--- src/sv/multi_threshold_pulse_scaler_unit_assert.svh ---
// assertion macros for the multi-threshold pulse scaler
`ifndef MULTI_THRESHOLD_PULSE_SCALER_UNIT_ASSERT_SVH
`define MULTI_THRESHOLD_PULSE_SCALER_UNIT_ASSERT_SVH

// same-cycle implication, sampled on clk, off during reset
`define MTPS_ASSERT_IMP(lbl, ante, cons) \
    lbl: assert property (@(posedge clk) disable iff (!rst_n) (ante) |-> (cons)) \
        else $error("mtps same-cycle check failed");

// next-cycle implication, sampled on clk, off during reset
`define MTPS_ASSERT_NXT(lbl, ante, cons) \
    lbl: assert property (@(posedge clk) disable iff (!rst_n) (ante) |=> (cons)) \
        else $error("mtps next-cycle check failed");

`endif

--- src/sv/mtps_pkg.sv ---
// shared types and constants for the multi-threshold pulse scaler
package mtps_pkg;

    // opcode field of an input beat
    localparam logic [1:0] OP_SAMPLE  = 2'd0;
    localparam logic [1:0] OP_READOUT = 2'd1;
    localparam logic [1:0] OP_CLEAR   = 2'd2;

    // configuration register indexes
    localparam logic [1:0] REG_BASELINE  = 2'd0;
    localparam logic [1:0] REG_POLARITY  = 2'd1;
    localparam logic [1:0] REG_LOWEST    = 2'd2;
    localparam logic [1:0] REG_SPACING   = 2'd3;

    // field widths
    localparam int SAMPLE_W   = 16;
    localparam int SPACING_W  = 10;
    localparam int VALUE_W    = 18;   // conditioned value, signed
    localparam int THRESH_W   = 18;   // ladder threshold, unsigned
    localparam int INDEX_W    = 6;
    localparam int PCOUNT_W   = 32;
    localparam int CFG_DATA_W = 16;

    // register reset values
    localparam logic [SAMPLE_W-1:0]  BASELINE_RST = 16'd0;
    localparam logic                 POLARITY_RST = 1'b0;
    localparam logic [SAMPLE_W-1:0]  LOWEST_RST   = 16'd5;
    localparam logic [SPACING_W-1:0] SPACING_RST  = 10'd5;

    // control from the sequencer to every ladder lane
    typedef struct packed {
        logic sample_en;   // plain sample, run the compare
        logic disarm_all;  // start of event
        logic clear;       // zero the counters
        logic rotate;      // readout, shift counters toward lane zero
        logic gt_prev;     // value above previous value
        logic lt_prev;     // value below previous value
    } lane_ctrl_t;

endpackage

--- src/sv/mtps_lane.sv ---
// one ladder entry: threshold, armed flag and saturating pulse counter
module mtps_lane #(
    parameter int LANE_IDX    = 0,
    parameter int COUNT_WIDTH = 32
) (
    input  logic                               clk,
    input  logic                               rst_n,
    input  mtps_pkg::lane_ctrl_t               ctrl,
    input  logic signed [mtps_pkg::VALUE_W-1:0] value,
    input  logic [mtps_pkg::SAMPLE_W-1:0]      lowest,
    input  logic [mtps_pkg::SPACING_W-1:0]     spacing,
    input  logic [COUNT_WIDTH-1:0]             shift_in,
    output logic [COUNT_WIDTH-1:0]             count
);
    import mtps_pkg::*;

    localparam logic [COUNT_WIDTH-1:0] COUNT_MAX = '1;

    logic [THRESH_W-1:0]    thresh_reg;
    logic [THRESH_W-1:0]    thresh_next;
    logic                   armed_reg;
    logic                   armed_next;
    logic [COUNT_WIDTH-1:0] count_reg;
    logic [COUNT_WIDTH-1:0] count_next;
    logic                   above;
    logic                   below;

    // threshold kept registered; config only changes while idle is the user's duty, the block does not enforce it
    assign thresh_next = THRESH_W'(lowest)
                       + THRESH_W'(LANE_IDX) * THRESH_W'(spacing);

    assign above = $signed({value[VALUE_W-1], value}) > $signed({1'b0, thresh_reg});
    assign below = $signed({value[VALUE_W-1], value}) < $signed({1'b0, thresh_reg});

    always_comb
    begin
        armed_next = armed_reg;
        count_next = count_reg;
        if (ctrl.disarm_all)
        begin
            armed_next = 1'b0;
        end
        else if (ctrl.sample_en)
        begin
            if (!armed_reg)
            begin
                if (above && ctrl.gt_prev)
                begin
                    armed_next = 1'b1;
                    if (count_reg != COUNT_MAX)
                    begin
                        count_next = count_reg + COUNT_WIDTH'(1);
                    end
                end
            end
            else if (below && ctrl.lt_prev)
            begin
                armed_next = 1'b0;
            end
        end
        if (ctrl.clear)
        begin
            count_next = '0;
        end
        else if (ctrl.rotate)
        begin
            count_next = shift_in;
        end
    end

    always_ff @(posedge clk or negedge rst_n)
    begin
        if (!rst_n)
        begin
            armed_reg  <= 1'b0;
            count_reg  <= '0;
            thresh_reg <= '0;
        end
        else
        begin
            armed_reg  <= armed_next;
            count_reg  <= count_next;
            thresh_reg <= thresh_next;
        end
    end

    assign count = count_reg;

endmodule
--- config.mk ---
export PLATFORM = sky130hd
export DESIGN_NAME = mtps_lane
export DESIGN_NICKNAME = d
export VERILOG_FILES = /design/src/sv/multi_threshold_pulse_scaler_unit_assert.svh /design/src/sv/mtps_pkg.sv /design/src/sv/mtps_lane.sv
export SDC_FILE = /design/constraint.sdc
export NUM_CORES = 1
export LEC_CHECK = 0
export BUFFER_PORTS_ARGS = -buffer_cell sky130_fd_sc_hd__buf_2
export CORE_ASPECT_RATIO = 1.4
export CORE_MARGIN = 3
export CORE_UTILIZATION = 45
export CTS_CLUSTER_SIZE = 40
export DETAILED_ROUTE_END_ITERATION = 10
export MAX_ROUTING_LAYER = met4
export PLACE_DENSITY_LB_ADDON = 0.3
export SLEW_MARGIN = 20
export SYNTH_ARGS = -nofsm -noshare
export SYNTH_HDL_FRONTEND = slang
export SYNTH_SLANG_ARGS = --single-unit
--- constraint.sdc ---
create_clock -name clk -period 3.3 [get_ports clk]
set_input_delay 0.33 -clock clk [delete_from_list [all_inputs] [get_ports clk]]
set_output_delay 0.33 -clock clk [all_outputs]
set_load 0.02 [all_outputs]
### Yosys cells after proc, flatten, opt, wreduce, memory -nomap -nowiden

Cells that the tools add are included.

| word-level totals | value |
|---|---|
| output and inout port bits | 32 |
| input bits | 84 |
| flip-flop bits (word level) | 49 |
| logic and storage cells | 28 |

| operators by class | value |
|---|---|
| reduce and logical (&&, ||, !) cells | 7 |
| $add $sub $neg | 1 |
| mux-type cells | 12 |
| order comparisons | 2 |
| equality and inequality tests | 3 |

Operator list:

| cell | count |
|---|---|
| $mux W32 | 7 |
| $add A32 B1 Y32 const B | 1 |
| $ne A32 B32 Y1 const B | 1 |
| $gt A18 B17 Y1 | 1 |
| $lt A18 B17 Y1 | 1 |
| $reduce_bool A3 Y1 | 3 |
| $ne A3 B3 Y1 const B | 2 |
| $mux W1 | 5 |
| $reduce_and A5 Y1 | 1 |
| $logic_and A1 B1 Y1 | 2 |
| $reduce_bool A2 Y1 | 1 |

### Depth between registers and ports, before layout

| logic depth | value |
|---|---|
| depth after elaboration | 8 |
| mapped depth | 10 |
| gate-level depth less buffers | 8 |

### Least setup slack after synthesis

No wires, ideal clock.

| timing | value |
|---|---|
| kind | register to register |
| start point | register count_reg[2] (netlist: count[2]) |
| end point | register count_reg[30] (netlist: count[30]) |
| library setup time | 99 ps |
| slack | 732 ps |
| path buffers | 1 |
| stages on the path, launching flop included | 8 |
| data arrival time | 2469 ps |
| period minus slack after synthesis | 2568 ps |
| path through | dfrtp_1 -> and4_4 -> nand4_1 -> or4b_1 -> buf_2 -> or3_1 -> or4_1 -> a311oi_1 |

| on the way | value |
|---|---|
| longest elaborated chain between the ends | 8 |
| elaborated cells on any way between the ends | 11 |
| classes of those cells | add/sub: 1; eq/ne: 1; mux: 7; reduce/logical: 2 |

Ends and longest elaborated chain:

| item | RTL line | text |
|---|---|---|
| from (decl) | mtps_lane.sv:23 | `logic [COUNT_WIDTH-1:0] count_reg;` |
| from (signal assigned) | mtps_lane.sv:82 | `count_reg <= count_next;` |
| $add A32 B1 Y32 | mtps_lane.sv:52 | `count_next = count_reg + COUNT_WIDTH'(1);` |
| $mux W32 | mtps_lane.sv:50 | `if (count_reg != COUNT_MAX)` |
| $mux W32 | mtps_lane.sv:47 | `if (above && ctrl.gt_prev)` |
| $mux W32 | mtps_lane.sv:45 | `if (!armed_reg)` |
| $mux W32 | mtps_lane.sv:43 | `else if (ctrl.sample_en)` |
| $mux W32 | mtps_lane.sv:39 | `if (ctrl.disarm_all)` |
| $mux W32 | mtps_lane.sv:65 | `else if (ctrl.rotate)` |
| $mux W32 | mtps_lane.sv:61 | `if (ctrl.clear)` |

Several ways; a longest one is shown, not always the timed one. The select of a mux whose other input is x is not followed.
A chain may end at the register's enable or synchronous reset.

### Final worst setup path

| timing | value |
|---|---|
| start point | register thresh_reg[15] |
| end point | register count_reg[13] (netlist: count[13]) |

| on the way | value |
|---|---|
| longest elaborated chain between the ends | 4 |

Ends and longest elaborated chain:

| item | RTL line | text |
|---|---|---|
| from (decl) | mtps_lane.sv:19 | `logic [THRESH_W-1:0] thresh_reg;` |
| from (signal assigned) | mtps_lane.sv:83 | `thresh_reg <= thresh_next;` |
| $gt A18 B17 Y1 | mtps_lane.sv:32 | `assign above = $signed({value[VALUE_W-1], value}) > $signed({1'b0, thresh_reg});` |
| $logic_and A1 B1 Y1 | mtps_lane.sv:47 |  |
| $reduce_bool A3 Y1 (no line) | -- |  |
| $reduce_and A5 Y1 (no line) | -- |  |

Every way passes these cells.

==> results list <==
* Unrepaired setup endpoints after global routing: no
* Fraction of registers with async set or reset after synthesis: 1.000
- Post-detail-place hpwl: 6536 um
- Once the clock tree was built, the setup fixing pass inserted 0 buffers.
* Relative slew slack: 0.4991
* Element type at the critical path start: flip-flop
* Number of flip-flops and latches in the synthesized netlist: 49
* WL per Instance: 16.12 um
- Number of global-route vias before repair: 3181
- Portion of the clock cycle consumed by the worst path in the final layout: 0.9073
* Overflow left after global routing: 0
- CP max stage cell: sky130_fd_sc_hd__or4_1
- The number of gates resized after CTS was 0.
- Achievable frequency: 334.0 MHz
- In the synthesized netlist the dominant register cell turns out to be sky130_fd_sc_hd__dfrtp_1.
* Cell family contributing the most delay on the critical path: compound AO/OA/AOI/OAI gates
- LEAKAGE: 1.723 nW
* Worst Max-Slew Pin Slew: 751.3 ps
- Area growth syn-to-layout: 23.08%
* Portion of netlist area occupied by mux cells: 0
- Entering global routing, the biggest net connects 43 pins.
- The clock net in this run drives a total of 49 sinks.
- The flow ran to the end, and the final reports show no timing, DRC or antenna violations.
- For this configuration, the core starts out at a cell density of 0.4717.
* Number of DRC markers after the initial detailed-route iteration: 183
- Combinational family with the most area after synthesis: simple AND/OR/NAND/NOR gates
- Setup violations remaining at the end of the flow were counted as 0.
* Final Hold Vio Count: 0
- Max-cap violations in this run came to 0.
- The worst-case IR drop observed on VDD is 220.3 uV.
- Final min period: 2994 ps
* Total power divided by cell area: 338.2 mW/mm^2
- Netlist cell types: 46
- Of the total synthesized cell area, the portion taken by XOR and XNOR cells is 0.
- STA classifies the critical path endpoint as a flip-flop.
* Wirelength, routed: 8783 um
* Setup TNS: 0 ps
- For this design the top-level I/O count stands at 116.
* Data arrival at the endpoint of the critical path: 3200 ps
- Gate Count Post-Synth: 355
- Syn_nets: 456
- GR Util All Layers: 0.2264
- The detail route stage leaves a number of antenna-violating nets equal to 0.
- Data required time of the critical path: 3510 ps
- Tracing the worst setup path back leads to its startpoint at thresh_reg[15].
- Routability cong.: 0.8174
- After clock tree synthesis, the clock-pin slew on the worst setup and hold paths is 100 ps.
- DRC Markers: 0
- Across the routed clock network, the largest skew measured is 6.999 ps.
- For this design, the CTS-stage hold fixing added 0 buffers.
* Die area: 0.008079 sq mm
- The pre-antenna-repair detailed-routing pass consisted of 4 iterations.
* Chip Width: 76.83 um
- The number of slew-limit violations in the final report is 0.
- Number of antenna violations at the first check in global routing: 0
- Across all layers, the routed design uses 3190 vias.
- The floorplan step set the die height to 105.2 um.
* Crit path max fanout: 10
- Post-Syn Area per Cell: 8.903 sq um
- Fill cells in the final layout number 635.
- Netlist area before placement: 0.003161 sq mm
- For this run, the slowest stage of the critical path takes 570 ps.
- TritonCTS clock tree: done
- Dividing the detail-routed via count by the number of cells gives 5.853.
- Simple-gate share of the synthesized area: 0.2577
* Share of the yosys chip area belonging to registers: 0.3880
* Flip-flop count of the largest register, all copies and words added: 32
- Port Buf Inserts: 105
- Worst hold slack: 78.80 ps
- The initialized floorplan defines 35 standard-cell rows.
- Of the total synthesized cell area, the portion taken by full adders, half adders and majority gates is 0.06730.
- In this run the critical register-to-register path is launched from thresh_reg[15].
- Register-to-register setup slack: 310 ps
- Share of final-layout standard cells stronger than drive strength 1: 0.2781
- Yosys printed 0 warnings.
- Counting the buffers created by CTS gives 5.
- In the final design database the tool counted 553 nets.
* Maximum count of clock buffers along a single path: 2
- Clock latency of the later-clocked register in the worst-skew pair: 310 ps
* Kind of path behind the tightest hold check: in -> async
* Number of enable-type register cells in the synthesized netlist: 0
* Number of H-tree levels: 2
- The number of buffers and inverters on the critical path is 1.
- Area fraction in compound gates after synthesis: 0.2205
* Number of antenna repair diodes: 0
- The first global-routing pass estimated 14630 um of wire.
- Root Driver: sky130_fd_sc_hd__clkbuf_8
- The critical path goes through inv_1 > ha_1 > and4bb_2 > and2_1 > a311oi_2 > o211ai_1 > or4_1 > a311oi_1.
* Core region area: 0.006700 sq mm
- Setup Crit Path Kind: reg -> reg
path summary, 6_finish.rpt:
path | end | cells after the start
max | count[13] | 8
min | thresh_reg[6] | 1
max reg2reg | count[13] | 8
min reg2reg | armed_reg | 2
max in group asynchronous | count[27] | 2
min in group clk | thresh_reg[3] | 1
cells by family after synthesis:
| kind of cell | after synthesis |
|---|---|
| simple gates | 145 |
| compound gates | 90 |
| buf+inv | 54 |
| flops | 49 |
| fa+ha+maj | 17 |
cell type report:
cell class                      count  area (sq um)  share of cell area
Timing Repair Buffer              111         608.1              0.1563
Inverter                           33         123.9             0.03184
Sequential cell                    49          1226              0.3152
Tap cell                           92         115.1             0.02959
Multi-Input combinational cell    252          1729              0.4445
Clock inverter                      2         15.01            0.003860
Clock buffer                        6         72.57             0.01866
power breakdown:
part	switching [W]	internal [W]	total [W]
sequential	0.0000433	0.000636	0.000680
clock	0.000213	0.000150	0.000363
combinational	0.000159	0.000114	0.000273
total	0.000416	0.000900	0.00132
routing by layer:
layer | part of all wire | global-route usage
met1 | 0.41 | 0.2704
met2 | 0.53 | 0.4021
met3 | 0.042 | 0.02241
met4 | 0.017 | 0.06347
met5 | 0 | -
Yosys cell counts (all sizes together), types with 2 or more instances:
cell	number	area share
o21a	3	0.0071
buf	6	0.0095
o211ai	2	0.0047
nand4	12	0.024
and2	3	0.0059
a21oi	8	0.013
inv	33	0.039
nand3	12	0.019
a221oi	2	0.0055
ha	17	0.067
a31oi	2	0.0040
o21ai	7	0.011
or4b	3	0.0095
o31a	8	0.022
o31ai	20	0.048
a21o	2	0.0047
nor3b	4	0.0095
nor3	7	0.011
nor4	6	0.012
nor2	32	0.038
and4	6	0.017
dfrtp	49	0.39
or4	21	0.050
or3	9	0.018
o311ai	2	0.0055
nand2	23	0.027
clkbuf	15	0.018
a211oi	2	0.0047
and3	3	0.0059
a311oi	23	0.066
o21bai	2	0.0047
stage by stage:
| stage | utilization | area, sq um | cells | total power, W | setup WS, ps |
|---|---|---|---|---|---|
| after global placement | 0.5675 | 3802 | 537 | 0.0009571 | 290.1 |
| after global routing | 0.5806 | 3890 | 545 | 0.001395 | 52.41 |
| after detailed placement | 0.5675 | 3802 | 537 | 0.0009652 | 242.8 |
| after CTS | 0.5806 | 3890 | 545 | 0.001329 | 303.8 |
| after floorplan | - | 3161 | 355 | 0.0008330 | 731.9 |
| final | 0.5806 | 3890 | 545 | 0.001316 | 305.9 |
cell usage in the layout, fill, tap and decap left out, types with 2 or more instances in the layout:
master / n
sky130_fd_sc_hd__buf_2: 105
sky130_fd_sc_hd__dfrtp_1: 49
sky130_fd_sc_hd__inv_1: 33
sky130_fd_sc_hd__nor2_1: 32
sky130_fd_sc_hd__nand2_1: 23
sky130_fd_sc_hd__a311oi_1: 22
sky130_fd_sc_hd__or4_1: 21
sky130_fd_sc_hd__o31ai_1: 20
sky130_fd_sc_hd__ha_1: 17
sky130_fd_sc_hd__nand3_1: 12
sky130_fd_sc_hd__nand4_1: 12
sky130_fd_sc_hd__or3_1: 9
sky130_fd_sc_hd__a21oi_1: 8
sky130_fd_sc_hd__o31a_1: 8
sky130_fd_sc_hd__nor3_1: 6
sky130_fd_sc_hd__o21ai_0: 6
sky130_fd_sc_hd__nor4_1: 6
sky130_fd_sc_hd__and4_1: 5
sky130_fd_sc_hd__clkbuf_8: 5
sky130_fd_sc_hd__nor3b_1: 4
sky130_fd_sc_hd__and3_1: 3
sky130_fd_sc_hd__and2_1: 3
sky130_fd_sc_hd__o21a_1: 3
sky130_fd_sc_hd__buf_12: 3
sky130_fd_sc_hd__buf_4: 3
sky130_fd_sc_hd__o21bai_1: 2
sky130_fd_sc_hd__a21o_1: 2
sky130_fd_sc_hd__a221oi_1: 2
sky130_fd_sc_hd__a211oi_1: 2
sky130_fd_sc_hd__o211ai_1: 2
sky130_fd_sc_hd__o311ai_0: 2
sky130_fd_sc_hd__or4b_2: 2
sky130_fd_sc_hd__a31oi_1: 2
sky130_fd_sc_hd__clkinvlp_4: 2
No activity file was read; power rests on OpenSTA's default activity.
